### config.mk
export PLATFORM = sky130hd
export DESIGN_NAME = regular_polygon_vertex_generator
export DESIGN_NICKNAME = d
export VERILOG_FILES = /design/src/rtl/rpvg_pkg.sv /design/src/rtl/rpvg_div.sv /design/src/rtl/rpvg_cordic.sv /design/src/rtl/regular_polygon_vertex_generator.sv
export VERILOG_INCLUDE_DIRS = /design/src /design/src/rtl
export SDC_FILE = /design/constraint.sdc
export NUM_CORES = 2
export LEC_CHECK = 0
export ABC_AREA = 1
export BUFFER_PORTS_ARGS = -buffer_cell sky130_fd_sc_hd__buf_2
export CAP_MARGIN = 20
export CELL_PAD_IN_SITES_DETAIL_PLACEMENT = 1
export CELL_PAD_IN_SITES_GLOBAL_PLACEMENT = 1
export CORE_ASPECT_RATIO = 0.75
export CORE_UTILIZATION = 45
export CTS_BUF_LIST = sky130_fd_sc_hd__clkbuf_8
export DETAILED_ROUTE_END_ITERATION = 8
export GPL_ROUTABILITY_DRIVEN = 0
export GPL_TIMING_DRIVEN = 0
export PLACE_DENSITY_LB_ADDON = 0.1
export SLEW_MARGIN = 20
export SYNTH_ARGS = -nofsm -noshare
export SYNTH_HDL_FRONTEND = slang
export SYNTH_SLANG_ARGS = --single-unit
### constraint.sdc
create_clock -name clk -period 8.3 [get_ports clk]
set_input_delay 0.83 -clock clk [delete_from_list [all_inputs] [get_ports clk]]
set_output_delay 0.83 -clock clk [all_outputs]
set_load 0.02 [all_outputs]
### src/rtl/regular_polygon_vertex_generator_assert.svh
// assertion macros for the regular polygon vertex generator
// expects signals named clk and rst_n in the scope of use
`ifndef REGULAR_POLYGON_VERTEX_GENERATOR_ASSERT_SVH
`define REGULAR_POLYGON_VERTEX_GENERATOR_ASSERT_SVH

// same-cycle implication, checked out of reset
`define RPVG_ASSERT_IMP(lbl, ante, cons) \
    lbl: assert property (@(posedge clk) disable iff (!rst_n) (ante) |-> (cons)) \
        else $error("assertion failed");

// next-cycle implication, checked out of reset
`define RPVG_ASSERT_NEXT(lbl, ante, cons) \
    lbl: assert property (@(posedge clk) disable iff (!rst_n) (ante) |=> (cons)) \
        else $error("assertion failed");

`endif

### src/rtl/rpvg_pkg.sv
// shared constants, types and tables of the polygon vertex generator
// no dependencies
`timescale 1ns / 1ps
`default_nettype none

package rpvg_pkg;

    localparam int MAX_SIDES    = 16;
    localparam int ANGLE_BITS   = 16;
    localparam int CORDIC_STEPS = 18;

    localparam int SIDE_W    = $clog2(MAX_SIDES + 1);
    localparam int IDX_W     = $clog2(MAX_SIDES);
    localparam int CORD_W    = 33;
    localparam int CORD_K_W  = $clog2(CORDIC_STEPS);
    localparam int DIV_C_W   = $clog2(ANGLE_BITS + 1);
    localparam int RAD_W     = 11;
    localparam int PROD_W    = CORD_W + RAD_W + 1;
    localparam int CFG_IDX_W = 8;
    localparam int CFG_DAT_W = 16;
    localparam int ANG_UP    = (ANGLE_BITS >= 16) ? ANGLE_BITS - 16 : 0;
    localparam int ANG_DN    = (ANGLE_BITS >= 16) ? 0 : 16 - ANGLE_BITS;

    localparam logic [RAD_W-1:0] RADIUS_LOW  = RAD_W'(10);
    localparam logic [RAD_W-1:0] RADIUS_HIGH = RAD_W'(1280);
    localparam logic [RAD_W-1:0] RADIUS_RST  = RAD_W'(100);
    localparam logic [SIDE_W-1:0] SIDES_LOW  = SIDE_W'(3);
    localparam logic [SIDE_W-1:0] SIDES_HIGH = SIDE_W'(MAX_SIDES);
    localparam logic [SIDE_W-1:0] SIDES_RST  = SIDE_W'(6);

    localparam logic [CFG_IDX_W-1:0] REG_CENTER_X    = CFG_IDX_W'(0);
    localparam logic [CFG_IDX_W-1:0] REG_CENTER_Y    = CFG_IDX_W'(1);
    localparam logic [CFG_IDX_W-1:0] REG_RADIUS      = CFG_IDX_W'(2);
    localparam logic [CFG_IDX_W-1:0] REG_SIDE_COUNT  = CFG_IDX_W'(3);
    localparam logic [CFG_IDX_W-1:0] REG_START_ANGLE = CFG_IDX_W'(4);

    // gain compensated starting x, q30
    localparam logic signed [CORD_W-1:0] CORDIC_GAIN = CORD_W'(652032874);

    // arctangent of 2^-k in 2^-32 turn units
    localparam logic [31:0] ATAN_TURNS [CORDIC_STEPS] = '{
        32'd536870912, 32'd316933406, 32'd167458907, 32'd85004756,
        32'd42667331,  32'd21354465,  32'd10679838,  32'd5340245,
        32'd2670163,   32'd1335087,   32'd667544,    32'd333772,
        32'd166886,    32'd83443,     32'd41722,     32'd20861,
        32'd10430,     32'd5215
    };

    typedef struct packed {
        logic busy;
        logic done;
    } unit_stat_t;

endpackage

`default_nettype wire

### src/rtl/rpvg_div.sv
// restoring divider: one turn (2^angle_bits) over the side count, one bit a cycle
// depends on rpvg_pkg
`timescale 1ns / 1ps
`default_nettype none

module rpvg_div
    import rpvg_pkg::*;
(
    input  wire logic                  clk,
    input  wire logic                  rst_n,
    input  wire logic                  start,
    input  wire logic [SIDE_W-1:0]     divisor,
    output logic [ANGLE_BITS-1:0]      quotient,
    output logic [SIDE_W-1:0]          remainder,
    output unit_stat_t                 stat
);

    logic [DIV_C_W-1:0]    cnt_reg, cnt_next;
    logic                  busy_reg, busy_next;
    logic                  done_reg, done_next;
    logic [ANGLE_BITS-1:0] quo_reg, quo_next;
    logic [SIDE_W-1:0]     rem_reg, rem_next;
    logic [SIDE_W:0]       shifted;
    logic                  ge;

    always_comb
    begin
        shifted  = {rem_reg, (cnt_reg == DIV_C_W'(ANGLE_BITS))};
        ge       = shifted >= {1'b0, divisor};
        cnt_next = cnt_reg;
        busy_next = busy_reg;
        done_next = 1'b0;
        quo_next = quo_reg;
        rem_next = rem_reg;
        if (start)
        begin
            cnt_next  = DIV_C_W'(ANGLE_BITS);
            busy_next = 1'b1;
            quo_next  = '0;
            rem_next  = '0;
        end
        else if (busy_reg)
        begin
            quo_next = {quo_reg[ANGLE_BITS-2:0], ge};
            rem_next = ge ? SIDE_W'(shifted - {1'b0, divisor}) : shifted[SIDE_W-1:0];
            if (cnt_reg == '0)
            begin
                busy_next = 1'b0;
                done_next = 1'b1;
            end
            else
            begin
                cnt_next = cnt_reg - DIV_C_W'(1);
            end
        end
    end

    always_ff @(posedge clk or negedge rst_n)
    begin
        if (!rst_n)
        begin
            cnt_reg  <= '0;
            busy_reg <= 1'b0;
            done_reg <= 1'b0;
        end
        else
        begin
            cnt_reg  <= cnt_next;
            busy_reg <= busy_next;
            done_reg <= done_next;
        end
    end

    always_ff @(posedge clk)
    begin
        quo_reg <= quo_next;
        rem_reg <= rem_next;
    end

    assign quotient  = quo_reg;
    assign remainder = rem_reg;
    assign stat.busy = busy_reg;
    assign stat.done = done_reg;

endmodule

`default_nettype wire

### src/rtl/rpvg_cordic.sv
// iterative rotation-mode cordic, one micro-rotation a cycle, quadrant fold at output
// depends on rpvg_pkg
`timescale 1ns / 1ps
`default_nettype none

module rpvg_cordic
    import rpvg_pkg::*;
(
    input  wire logic                     clk,
    input  wire logic                     rst_n,
    input  wire logic                     start,
    input  wire logic [31:0]              turn,
    output logic signed [CORD_W-1:0]      sin_q30,
    output logic signed [CORD_W-1:0]      cos_q30,
    output unit_stat_t                    stat
);

    logic signed [CORD_W-1:0] x_reg, x_next;
    logic signed [CORD_W-1:0] y_reg, y_next;
    logic signed [CORD_W-1:0] z_reg, z_next;
    logic [1:0]               quad_reg, quad_next;
    logic [CORD_K_W-1:0]      k_reg, k_next;
    logic                     busy_reg, busy_next;
    logic                     done_reg, done_next;
    logic signed [CORD_W-1:0] dx, dy, da;

    always_comb
    begin
        dx = y_reg >>> k_reg;
        dy = x_reg >>> k_reg;
        da = $signed({1'b0, ATAN_TURNS[k_reg]});
        x_next    = x_reg;
        y_next    = y_reg;
        z_next    = z_reg;
        quad_next = quad_reg;
        k_next    = k_reg;
        busy_next = busy_reg;
        done_next = 1'b0;
        if (start)
        begin
            x_next    = CORDIC_GAIN;
            y_next    = '0;
            z_next    = $signed({3'b000, turn[29:0]});
            quad_next = turn[31:30];
            k_next    = '0;
            busy_next = 1'b1;
        end
        else if (busy_reg)
        begin
            if (!z_reg[CORD_W-1])
            begin
                x_next = x_reg - dx;
                y_next = y_reg + dy;
                z_next = z_reg - da;
            end
            else
            begin
                x_next = x_reg + dx;
                y_next = y_reg - dy;
                z_next = z_reg + da;
            end
            if (k_reg == CORD_K_W'(CORDIC_STEPS - 1))
            begin
                busy_next = 1'b0;
                done_next = 1'b1;
            end
            else
            begin
                k_next = k_reg + CORD_K_W'(1);
            end
        end
    end

    always_ff @(posedge clk or negedge rst_n)
    begin
        if (!rst_n)
        begin
            k_reg    <= '0;
            busy_reg <= 1'b0;
            done_reg <= 1'b0;
        end
        else
        begin
            k_reg    <= k_next;
            busy_reg <= busy_next;
            done_reg <= done_next;
        end
    end

    always_ff @(posedge clk)
    begin
        x_reg    <= x_next;
        y_reg    <= y_next;
        z_reg    <= z_next;
        quad_reg <= quad_next;
    end

    // fold the first-quadrant result back to the full turn
    always_comb
    begin
        case (quad_reg)
            2'd0:
            begin
                cos_q30 = x_reg;
                sin_q30 = y_reg;
            end
            2'd1:
            begin
                cos_q30 = -y_reg;
                sin_q30 = x_reg;
            end
            2'd2:
            begin
                cos_q30 = -x_reg;
                sin_q30 = -y_reg;
            end
            default:
            begin
                cos_q30 = y_reg;
                sin_q30 = -x_reg;
            end
        endcase
    end

    assign stat.busy = busy_reg;
    assign stat.done = done_reg;

endmodule

`default_nettype wire

### src/rtl/regular_polygon_vertex_generator.sv
// top level of the regular polygon vertex generator: config registers, sequencer,
// shared radius multiplier and output register; depends on rpvg_pkg, rpvg_div,
// rpvg_cordic and regular_polygon_vertex_generator_assert.svh
//
//  channel  | handshake             | payload
//  ---------+-----------------------+----------------------------------------------
//  input    | in_valid / in_ready   | rotation_offset
//  output   | out_valid / out_ready | vertex_x, vertex_y, vertex_index, last
//  config   | cfg_write             | cfg_index, cfg_data (write only)
//
// one transaction in gives side_count transactions out; with no output stall
// the block goes from one accept to the next through the idle state, the
// 17-step divider for the angle step, then per vertex the cordic, the sine
// and cosine multiplier states and one emit
// a vertex waiting in the output register stalls only the emit step
// in_ready is high only while the sequencer is idle; reset is asynchronous
// and needs no clearing pass
`timescale 1ns / 1ps
`default_nettype none
`include "regular_polygon_vertex_generator_assert.svh"

module regular_polygon_vertex_generator
    import rpvg_pkg::*;
(
    input  wire logic                   clk,
    input  wire logic                   rst_n,
    input  wire logic                   cfg_write,
    input  wire logic [CFG_IDX_W-1:0]   cfg_index,
    input  wire logic [CFG_DAT_W-1:0]   cfg_data,
    input  wire logic                   in_valid,
    output logic                        in_ready,
    input  wire logic signed [15:0]     rotation_offset,
    output logic                        out_valid,
    input  wire logic                   out_ready,
    output logic signed [14:0]          vertex_x,
    output logic signed [14:0]          vertex_y,
    output logic [3:0]                  vertex_index,
    output logic                        last
);

    typedef enum logic [5:0] {
        ST_IDLE = 6'b000001,
        ST_DIV  = 6'b000010,
        ST_CORD = 6'b000100,
        ST_MULS = 6'b001000,
        ST_MULC = 6'b010000,
        ST_EMIT = 6'b100000
    } state_t;

    // configuration registers
    logic signed [13:0] center_x_reg;
    logic signed [13:0] center_y_reg;
    logic [RAD_W-1:0]   radius_reg;
    logic [SIDE_W-1:0]  side_count_reg;
    logic [15:0]        start_angle_reg;
    logic [RAD_W-1:0]   radius_wr;
    logic [SIDE_W-1:0]  sides_wr;

    // sequencer and per-item state
    state_t                   state_reg, state_next;
    logic [15:0]              acc_rot_reg;
    logic [ANGLE_BITS-1:0]    angle_reg;
    logic [SIDE_W-1:0]        n_item_reg;
    logic [IDX_W-1:0]         i_reg;
    logic [ANGLE_BITS-1:0]    q_reg;
    logic [SIDE_W-1:0]        r_reg;
    logic signed [PROD_W-1:0] prod_reg;
    logic signed [15:0]       vx_calc_reg;

    // output register
    logic                     out_valid_reg;
    logic signed [14:0]       out_x_reg;
    logic signed [14:0]       out_y_reg;
    logic [3:0]               out_idx_reg;
    logic                     out_last_reg;

    // datapath nets
    logic                     in_fire;
    logic [15:0]              acc_rot_sum;
    logic [15:0]              total16;
    logic [ANGLE_BITS+15:0]   angle_wide;
    logic [ANGLE_BITS-1:0]    phase;
    logic [ANGLE_BITS-1:0]    q_adv;
    logic [SIDE_W-1:0]        r_adv;
    logic [SIDE_W:0]          r_sum;
    logic                     r_wrap;
    logic                     last_v;
    logic                     slot_free;
    logic                     emit;
    logic                     div_start;
    logic                     cord_start;
    logic [ANGLE_BITS-1:0]    div_quo;
    logic [SIDE_W-1:0]        div_rem;
    unit_stat_t               div_stat;
    unit_stat_t               cord_stat;
    logic signed [CORD_W-1:0] cord_sin;
    logic signed [CORD_W-1:0] cord_cos;
    logic signed [15:0]       vy_calc;

    // round a q30 product half away from zero
    function automatic logic signed [15:0] round_q30(input logic signed [PROD_W-1:0] p);
        logic [PROD_W-1:0] mag;
        logic [PROD_W-1:0] rnd;
        mag = p[PROD_W-1] ? PROD_W'(-p) : PROD_W'(p);
        rnd = (mag + (PROD_W'(1) << 29)) >> 30;
        round_q30 = p[PROD_W-1] ? -$signed(rnd[15:0]) : $signed(rnd[15:0]);
    endfunction

    // clamp radius and side count at write time
    always_comb
    begin
        radius_wr = cfg_data[RAD_W-1:0];
        if (radius_wr < RADIUS_LOW)
        begin
            radius_wr = RADIUS_LOW;
        end
        else if (radius_wr > RADIUS_HIGH)
        begin
            radius_wr = RADIUS_HIGH;
        end
        sides_wr = SIDE_W'(cfg_data[4:0]);
        if (int'(cfg_data[4:0]) < int'(SIDES_LOW))
        begin
            sides_wr = SIDES_LOW;
        end
        else if (int'(cfg_data[4:0]) > MAX_SIDES)
        begin
            sides_wr = SIDES_HIGH;
        end
    end

    always_ff @(posedge clk or negedge rst_n)
    begin
        if (!rst_n)
        begin
            center_x_reg    <= '0;
            center_y_reg    <= '0;
            radius_reg      <= RADIUS_RST;
            side_count_reg  <= SIDES_RST;
            start_angle_reg <= '0;
        end
        else if (cfg_write)
        begin
            case (cfg_index)
                REG_CENTER_X:    center_x_reg    <= $signed(cfg_data[13:0]);
                REG_CENTER_Y:    center_y_reg    <= $signed(cfg_data[13:0]);
                REG_RADIUS:      radius_reg      <= radius_wr;
                REG_SIDE_COUNT:  side_count_reg  <= sides_wr;
                REG_START_ANGLE: start_angle_reg <= cfg_data;
                default:         ;
            endcase
        end
    end

    // input transaction: new stored rotation and total angle at angle precision
    assign in_ready    = (state_reg == ST_IDLE);
    assign in_fire     = in_valid && in_ready;
    assign acc_rot_sum = acc_rot_reg + rotation_offset;
    assign total16     = start_angle_reg + acc_rot_sum;
    assign angle_wide  = ({(ANGLE_BITS)'(0), total16} << ANG_UP) >> ANG_DN;

    // next vertex step, round(i * turn / n) kept as quotient plus remainder
    assign r_sum  = {1'b0, r_reg} + {1'b0, div_rem};
    assign r_wrap = r_sum >= {1'b0, n_item_reg};
    assign r_adv  = r_wrap ? SIDE_W'(r_sum - {1'b0, n_item_reg}) : r_sum[SIDE_W-1:0];
    assign q_adv  = q_reg + div_quo + ANGLE_BITS'(r_wrap);

    // phase = half turn - angle + step, taken at the step the cordic starts on
    assign phase = (ANGLE_BITS'(1) << (ANGLE_BITS - 1)) - angle_reg
                   + ((state_reg == ST_EMIT) ? q_adv : q_reg);

    assign last_v     = (SIDE_W'(i_reg) + SIDE_W'(1)) == n_item_reg;
    assign slot_free  = !out_valid_reg || out_ready;
    assign emit       = (state_reg == ST_EMIT) && slot_free;
    assign div_start  = in_fire;
    assign cord_start = ((state_reg == ST_DIV) && div_stat.done) || (emit && !last_v);
    assign vy_calc    = 16'(center_y_reg) + round_q30(prod_reg);

    rpvg_div u_div (
        .clk       (clk),
        .rst_n     (rst_n),
        .start     (div_start),
        .divisor   (side_count_reg),
        .quotient  (div_quo),
        .remainder (div_rem),
        .stat      (div_stat)
    );

    rpvg_cordic u_cordic (
        .clk     (clk),
        .rst_n   (rst_n),
        .start   (cord_start),
        .turn    ({phase, (32 - ANGLE_BITS)'(0)}),
        .sin_q30 (cord_sin),
        .cos_q30 (cord_cos),
        .stat    (cord_stat)
    );

    // sequencer
    always_comb
    begin
        state_next = state_reg;
        case (state_reg)
            ST_IDLE:
            begin
                if (in_fire)
                begin
                    state_next = ST_DIV;
                end
            end
            ST_DIV:
            begin
                if (div_stat.done)
                begin
                    state_next = ST_CORD;
                end
            end
            ST_CORD:
            begin
                if (cord_stat.done)
                begin
                    state_next = ST_MULS;
                end
            end
            ST_MULS:
            begin
                state_next = ST_MULC;
            end
            ST_MULC:
            begin
                state_next = ST_EMIT;
            end
            ST_EMIT:
            begin
                if (emit)
                begin
                    state_next = last_v ? ST_IDLE : ST_CORD;
                end
            end
            default:
            begin
                state_next = ST_IDLE;
            end
        endcase
    end

    always_ff @(posedge clk or negedge rst_n)
    begin
        if (!rst_n)
        begin
            state_reg     <= ST_IDLE;
            acc_rot_reg   <= '0;
            out_valid_reg <= 1'b0;
        end
        else
        begin
            state_reg <= state_next;
            if (in_fire)
            begin
                acc_rot_reg <= acc_rot_sum;
            end
            if (emit)
            begin
                out_valid_reg <= 1'b1;
            end
            else if (out_ready)
            begin
                out_valid_reg <= 1'b0;
            end
        end
    end

    // per-item and per-vertex payload
    always_ff @(posedge clk)
    begin
        if (in_fire)
        begin
            angle_reg  <= angle_wide[ANGLE_BITS-1:0];
            n_item_reg <= side_count_reg;
            i_reg      <= '0;
            q_reg      <= '0;
            r_reg      <= side_count_reg >> 1;
        end
        // one multiplier shared by sine and cosine
        if (state_reg == ST_MULS)
        begin
            prod_reg <= cord_sin * $signed({1'b0, radius_reg});
        end
        if (state_reg == ST_MULC)
        begin
            prod_reg    <= cord_cos * $signed({1'b0, radius_reg});
            vx_calc_reg <= 16'(center_x_reg) + round_q30(prod_reg);
        end
        if (emit)
        begin
            out_x_reg    <= vx_calc_reg[14:0];
            out_y_reg    <= vy_calc[14:0];
            out_idx_reg  <= 4'(i_reg);
            out_last_reg <= last_v;
            i_reg        <= i_reg + IDX_W'(1);
            q_reg        <= q_adv;
            r_reg        <= r_adv;
        end
    end

    assign out_valid    = out_valid_reg;
    assign vertex_x     = out_x_reg;
    assign vertex_y     = out_y_reg;
    assign vertex_index = out_idx_reg;
    assign last         = out_last_reg;

    // a new item starts the divider and drops ready for the whole polygon
    `RPVG_ASSERT_NEXT(a_busy_after_accept, in_fire, !in_ready)
    // the cordic is never restarted while it is still iterating
    `RPVG_ASSERT_IMP(a_cordic_start_idle, cord_start, !cord_stat.busy)
    // emitting the final vertex returns the sequencer to idle
    `RPVG_ASSERT_NEXT(a_last_to_idle, emit && last_v, in_ready && out_valid && last)

endmodule

`default_nettype wire
### After elaboration in Yosys (flattened, before gate mapping)

Memory sizes are Yosys's and may differ from the RTL's.
Cells that the tools add are included.

| cells by class | value |
|---|---|
| add/sub/neg operators | 26 |
| multipliers | 2 |
| $lt $le $gt $ge | 7 |
| eq/ne operators | 21 |
| shift operators | 2 |
| mux-type cells | 52 |
| bitwise logic cells | 1 |
| reduce and logical (&&, ||, !) cells | 24 |

Operators by type and width:

| cell | number |
|---|---|
| one-hot mux 33 bit (3 select lines) | 2 |
| two-way mux 45 bit | 3 |
| adder 33 bit | 3 |
| two-way mux 33 bit | 3 |
| subtractor 33 bit | 3 |
| multiplier 33 x 12 -> 45 bit | 2 |
| negator 33 bit | 2 |
| >>> shifter 33 x 5 -> 33 bit | 2 |
| adder 16 bit | 4 |
| two-way mux 32 bit | 2 |
| two-way mux 30 bit | 2 |
| two-way mux 5 bit | 12 |
| two-way mux 16 bit | 3 |
| adder 45 x 30 -> 45 bit, second input constant | 1 |
| negator 45 bit | 1 |
| one-hot mux 6 bit (6 select lines) | 1 |
| adder 14 x 15 -> 15 bit | 2 |
| two-way mux 6 bit | 4 |
| two-way mux 11 bit | 2 |
| adder 16 x 1 -> 16 bit | 1 |
| equality test 8 x 2 -> 1 bit, second input constant | 2 |
| subtractor 16 bit, first input constant | 1 |
| two-way mux 15 bit | 1 |
| negator 15 bit | 1 |
| other kinds (39) | 75 |

| storage, ports and cells | value |
|---|---|
| bits in registers | 360 |
| bits in read-only memories | 1,024 |
| input port bits | 45 |
| output and inout port bits | 37 |
| logic and storage cells | 168 |
| memories kept | 1 |

Memories:

| memory | words | bits a word | read ports | clocked after memory_dff | write ports | RTL line | text |
|---|---|---|---|---|---|---|---|
| (no name shown) | 32 | 32 | 1 | 0 | 0 | rpvg_cordic.sv:31 | `da = $signed({1'b0, ATAN_TURNS[k_reg]});` |

### Logic depth before layout (Yosys ltp)

| depth | value |
|---|---|
| word-level depth | 8 |
| gate-level depth with buffers | 40 |
| mapped depth without buffers | 40 |

### By module

A second synthesis with hierarchy kept.

| second synthesis, totals | value |
|---|---|
| cell total of the unflattened synthesis | 8,675 |
| area total of the unflattened synthesis | 60,220.3 um^2 |

By module, submodules not included:

| module | times used | cells each | area an instance (um^2) | seq. area each (um^2) |
|---|---|---|---|---|
| regular_polygon_vertex_generator | 1 | 5,151 | 40,106.0 | 6,318.6 |
| rpvg_cordic | 1 | 3,343 | 18,724.2 | 2,517.4 |
| rpvg_div | 1 | 181 | 1,390.1 | 595.6 |

### Worst setup path after synthesis

Ideal clock, no wire load.

| path | value |
|---|---|
| path kind | reg2reg |
| from | reg u_cordic.x_reg[1] |
| to | reg prod_reg[43], data pin |
| setup time | 0.258 ns |
| arrival | 6.751 ns |
| data required time | 8.042 ns |
| slack | 1.291 ns |
| stages on the path, launching flop included | 33 |
| buffers on the path | 0 |
| period minus slack after synthesis | 7.009 ns |
| path through | dfxtp_1 > inv_1 > ha_1 > nand4_1 > nor3_2 > nand3_1 > nor2_1 > nand3_1 > nor2_1 > nand4_1 > xor2_1 > or2_2 > nand2_1 > nor2_1 > fa_1 > inv_1 > fa_1 > inv_1 > fa_1 > fa_1 > inv_1 > fa_1 > inv_1 > ha_1 > inv_1 > nor3_1 > nand2_1 > nor3_1 > nand3_1 > nand3_1 > nand2_1 > nand3_1 > nand2_1 |

| on the way | value |
|---|---|
| cells in the longest elaborated chain, start to end | 5 |
| elaborated cells on any way between the ends | 7 |
| those cells by class | 1 x add/sub; 2 x mul; 4 x mux |

RTL lines:

| what | RTL line | text |
|---|---|---|
| from (decl) | rpvg_cordic.sv:18 | `logic signed [CORD_W-1:0] x_reg, x_next;` |
| from (signal assigned) | rpvg_cordic.sv:92 | `x_reg <= x_next;` |
| negator 33 bit | rpvg_cordic.sv:114, rpvg_cordic.sv:120 |  |
| one-hot mux 33 bit (3 select lines) | rpvg_cordic.sv:101 | `case (quad_reg)` |
| multiplier 33 x 12 -> 45 bit | regular_polygon_vertex_generator.sv:287 | `prod_reg <= cord_sin * $signed({1'b0, radius_reg});` |
| two-way mux 45 bit | regular_polygon_vertex_generator.sv:285 | `if (state_reg == ST_MULS)` |
| two-way mux 45 bit (*) | regular_polygon_vertex_generator.sv:289 | `if (state_reg == ST_MULC)` |
| to (signal assigned) | regular_polygon_vertex_generator.sv:287 |  |
| to (signal assigned) | regular_polygon_vertex_generator.sv:291 | `prod_reg <= cord_cos * $signed({1'b0, radius_reg});` |
| to (decl) | regular_polygon_vertex_generator.sv:67 | `logic signed [PROD_W-1:0] prod_reg;` |

Mark *: on every way between the ends. The rest lies on a longest branch, timed or not. The select of a mux whose other input is x is not followed.
A chain may end at the register's enable or synchronous reset.

### Worst setup path in the final report

| path | value |
|---|---|
| from | reg u_cordic.y_reg[1] |
| to | reg prod_reg[33], data pin |

| on the way | value |
|---|---|
| cells in the longest elaborated chain, start to end | 5 |
| elaborated cells on any way between the ends | 7 |
| those cells by class | 1 x add/sub; 2 x mul; 4 x mux |

RTL lines:

| what | RTL line | text |
|---|---|---|
| from (decl) | rpvg_cordic.sv:19 | `logic signed [CORD_W-1:0] y_reg, y_next;` |
| from (signal assigned) | rpvg_cordic.sv:93 | `y_reg <= y_next;` |
| negator 33 bit | rpvg_cordic.sv:109, rpvg_cordic.sv:115 |  |
| one-hot mux 33 bit (3 select lines) | rpvg_cordic.sv:101 |  |
| multiplier 33 x 12 -> 45 bit | regular_polygon_vertex_generator.sv:287 |  |
| two-way mux 45 bit | regular_polygon_vertex_generator.sv:285 |  |
| two-way mux 45 bit (*) | regular_polygon_vertex_generator.sv:289 |  |

Marks and branches as above.

==> reports/qor.txt <==
post-synth net total: 8,980
mean post-synth cell area: 7.28 sq um
Crit Path Class: flip-flop to flip-flop
maxcap violations: 0
Worst Max-Slew Pin Slew: 1.30 ns
Worst Hold Class: input port to flip-flop
fin crit share: 99.5%
RSZ-0062 raised after global routing: true
Congestion Overflow GR: 0
pin count of the biggest net entering global routing: 61
First-pass DRT Iterations: 7
DR vias/cell: 5.81
Die Area: 129,000 sq um
share of post-route cells with drive strength above 1: 8.44%
Post-Syn Instances: 7,876
fin crit period: 8.26 ns
most used cell, CP: nand2_1
slowest CP cell: fa_1
#FFs+latches synth: 360
post-synthesis sequential area ratio: 16.2%
slowest stage delay, CP: 0.56 ns
Inst Count DP: 9,618
status: finished clean
YS warnings: 0
number of global-route vias before repair: 58,300
Req. time, crit path: 8.91 ns
cts bufs inserted: 71
Synth Cell Area: 57,300 sq um
Worst-path clk slew: 0.06 ns
DRT iter0 DRCs: 5,398
IO Port Bufs: 81
DP HPWL: 197,000 um
core area: 125,000 sq um
max-slew violations: 0
Startpoint Class: flip-flop
H-tree levels: 3
CP bufs+invs: 8
slew margin rel.: 13.5%
CP Data Arrival Time: 8.87 ns
Async SR Flop Fraction: 26.9%
Final #Nets: 9,198
worst skew pair latency: 0.83 ns
Rows: 112
Layout Skew: 0.111 ns
Vias: 57,000
Clock Tree Root: clkbuf_8
first-pass GRT wire length: 360,000 um
CTS max path bufs: 3
commonest non-fill, non-tap cell in the layout: nand2_1
height of the die: 311 um
Final Setup Violations: 0
post-synth cell types: 81
Avg WL per Cell: 24.5 um
FMAX: 121 MHz
Worst Setup End Kind: flip-flop
DRC violations left: 0
Overall Global Routing Usage: 36.6%
initial antenna violation count: 11
Post-synth EDFFs: 157
final hold vios: 0
Antenna Nets Post-Route: 0
die width: 414 um
TritonCTS clock tree: yes
Finished Layout Cells: 9,813
CP delay by family, top: adder cells
Post-synth top flop: edfxtp_1
io pins: 82
Clock Sinks: 360
Starting Density: 45.7%
Largest register FFs: 45
commonest non-fill, non-tap cells in the layout: nand2_1 (1,757), inv_1 (1,444), fa_1 (639), nor2_1 (607), o21ai_0 (426)
P&R area growth vs syn: 9.76%
final wirelength: 240,000 um
Critical Path Fanout Max: 7
## cells in the mapped netlist, drive strengths merged, types with 76 or more instances
master / n / area share [%]
dfrtp: 91 / 4.0
a21oi: 421 / 3.7
nand2: 1813 / 12
buf: 76 / 0.74
inv: 1465 / 9.6
xnor2: 97 / 1.5
dfxtp: 106 / 3.7
xor2: 233 / 3.6
edfxtp: 157 / 8.2
clkbuf: 167 / 1.1
o22ai: 83 / 0.91
nand3: 377 / 3.4
ha: 418 / 9.1
nor2: 640 / 4.4
fa: 641 / 22
o21ai: 568 / 5.1
## final cells by class
type | count | area [sq um]
clock buffer | 83 | 1140
sequential | 360 | 9280
timing repair buffer | 145 | 975
tap | 1653 | 2070
buffer | 242 | 1090
inverter | 1500 | 5750
multi-input combinational | 5774 | 42100
antenna | 7 | 17.5
fill | 16100 | 62500
clock inverter | 49 | 448
## per-stage QoR
stage	setup WS, ns	hold WS, ns	utilization (%)	cell area [sq um]	setup TNS (ns)
finish	0.0436	0.258	50.2	62900	0
global route	-0.211	0.280	50.2	62900	-1.06
CTS	0.0132	0.201	49.3	61900	0
detailed placement	-1.41	0.407	47.8	60000	-21.33
global placement	-1.32	0.402	47.7	59800	-20.66
floorplan	1.29	0.400	-	57300	0
## worst register-to-register path: cells and delay by family (launching register included)
kind / cells / cell delay, ns
buffers and inverters: 8 / 0.75
and+or+nand+nor: 16 / 2.47
DFF: 1 / 0.40
xor gates and xnor gates: 2 / 0.58
AOI/OAI and AO/OA: 4 / 0.74
adders and majority gates: 7 / 3.19
## kinds of logic (layout without fill, tap and decap cells)
kind of cell | count (synthesis) | after routing | share of synthesized area (%)
compound gates | 1371 | 1372 | 13.7
other cells | 0 | 7 | 0
fa+ha+maj | 1059 | 1059 | 31.5
simple gates | 3006 | 3006 | 21.8
flops | 360 | 360 | 16.2
buf+inv | 1743 | 2019 | 11.7
mux | 7 | 7 | 0.127
xor+xnor | 330 | 330 | 5.06
## routing by layer
layer | up-vias | routed length (um) | global-route usage [%]
met3 | 492 | 26400 | 11.0
met1 | 28500 | 106000 | 51.7
li1 | 25500 | - | -
met2 | 2595 | 99100 | 53.6
met4 | 8 | 8110 | 10.9
met5 | - | 159 | 0
## repair_timing
action                     CTS  global route
setup endpoints to repair   30            28
hold buffers                 1             0
cloned                       0             1
resized for setup          101           190
pin swaps                    1            28
hold endpoints to repair    22             0
buffers inserted             8            47
## worst paths after layout
path / start / end / slack [ns] / depth (start not counted)
setup reg to reg: u_cordic.y_reg[1] / prod_reg[33] / 0.04 / 37
max in group asynchronous: rst_n / start_angle_reg[0] / 6.97 / 3
setup / recovery: u_cordic.y_reg[1] / prod_reg[33] / 0.04 / 37
hold reg to reg: vx_calc_reg[5] / vertex_x[5] / 0.42 / 0
hold / removal: out_ready / out_valid / 0.26 / 2
min in group asynchronous: rst_n / u_cordic.k_reg[3] / 0.53 / 2
Power is not shown: default switching activity piles up to over one toggle a cycle in this logic, so the estimate is an artifact.
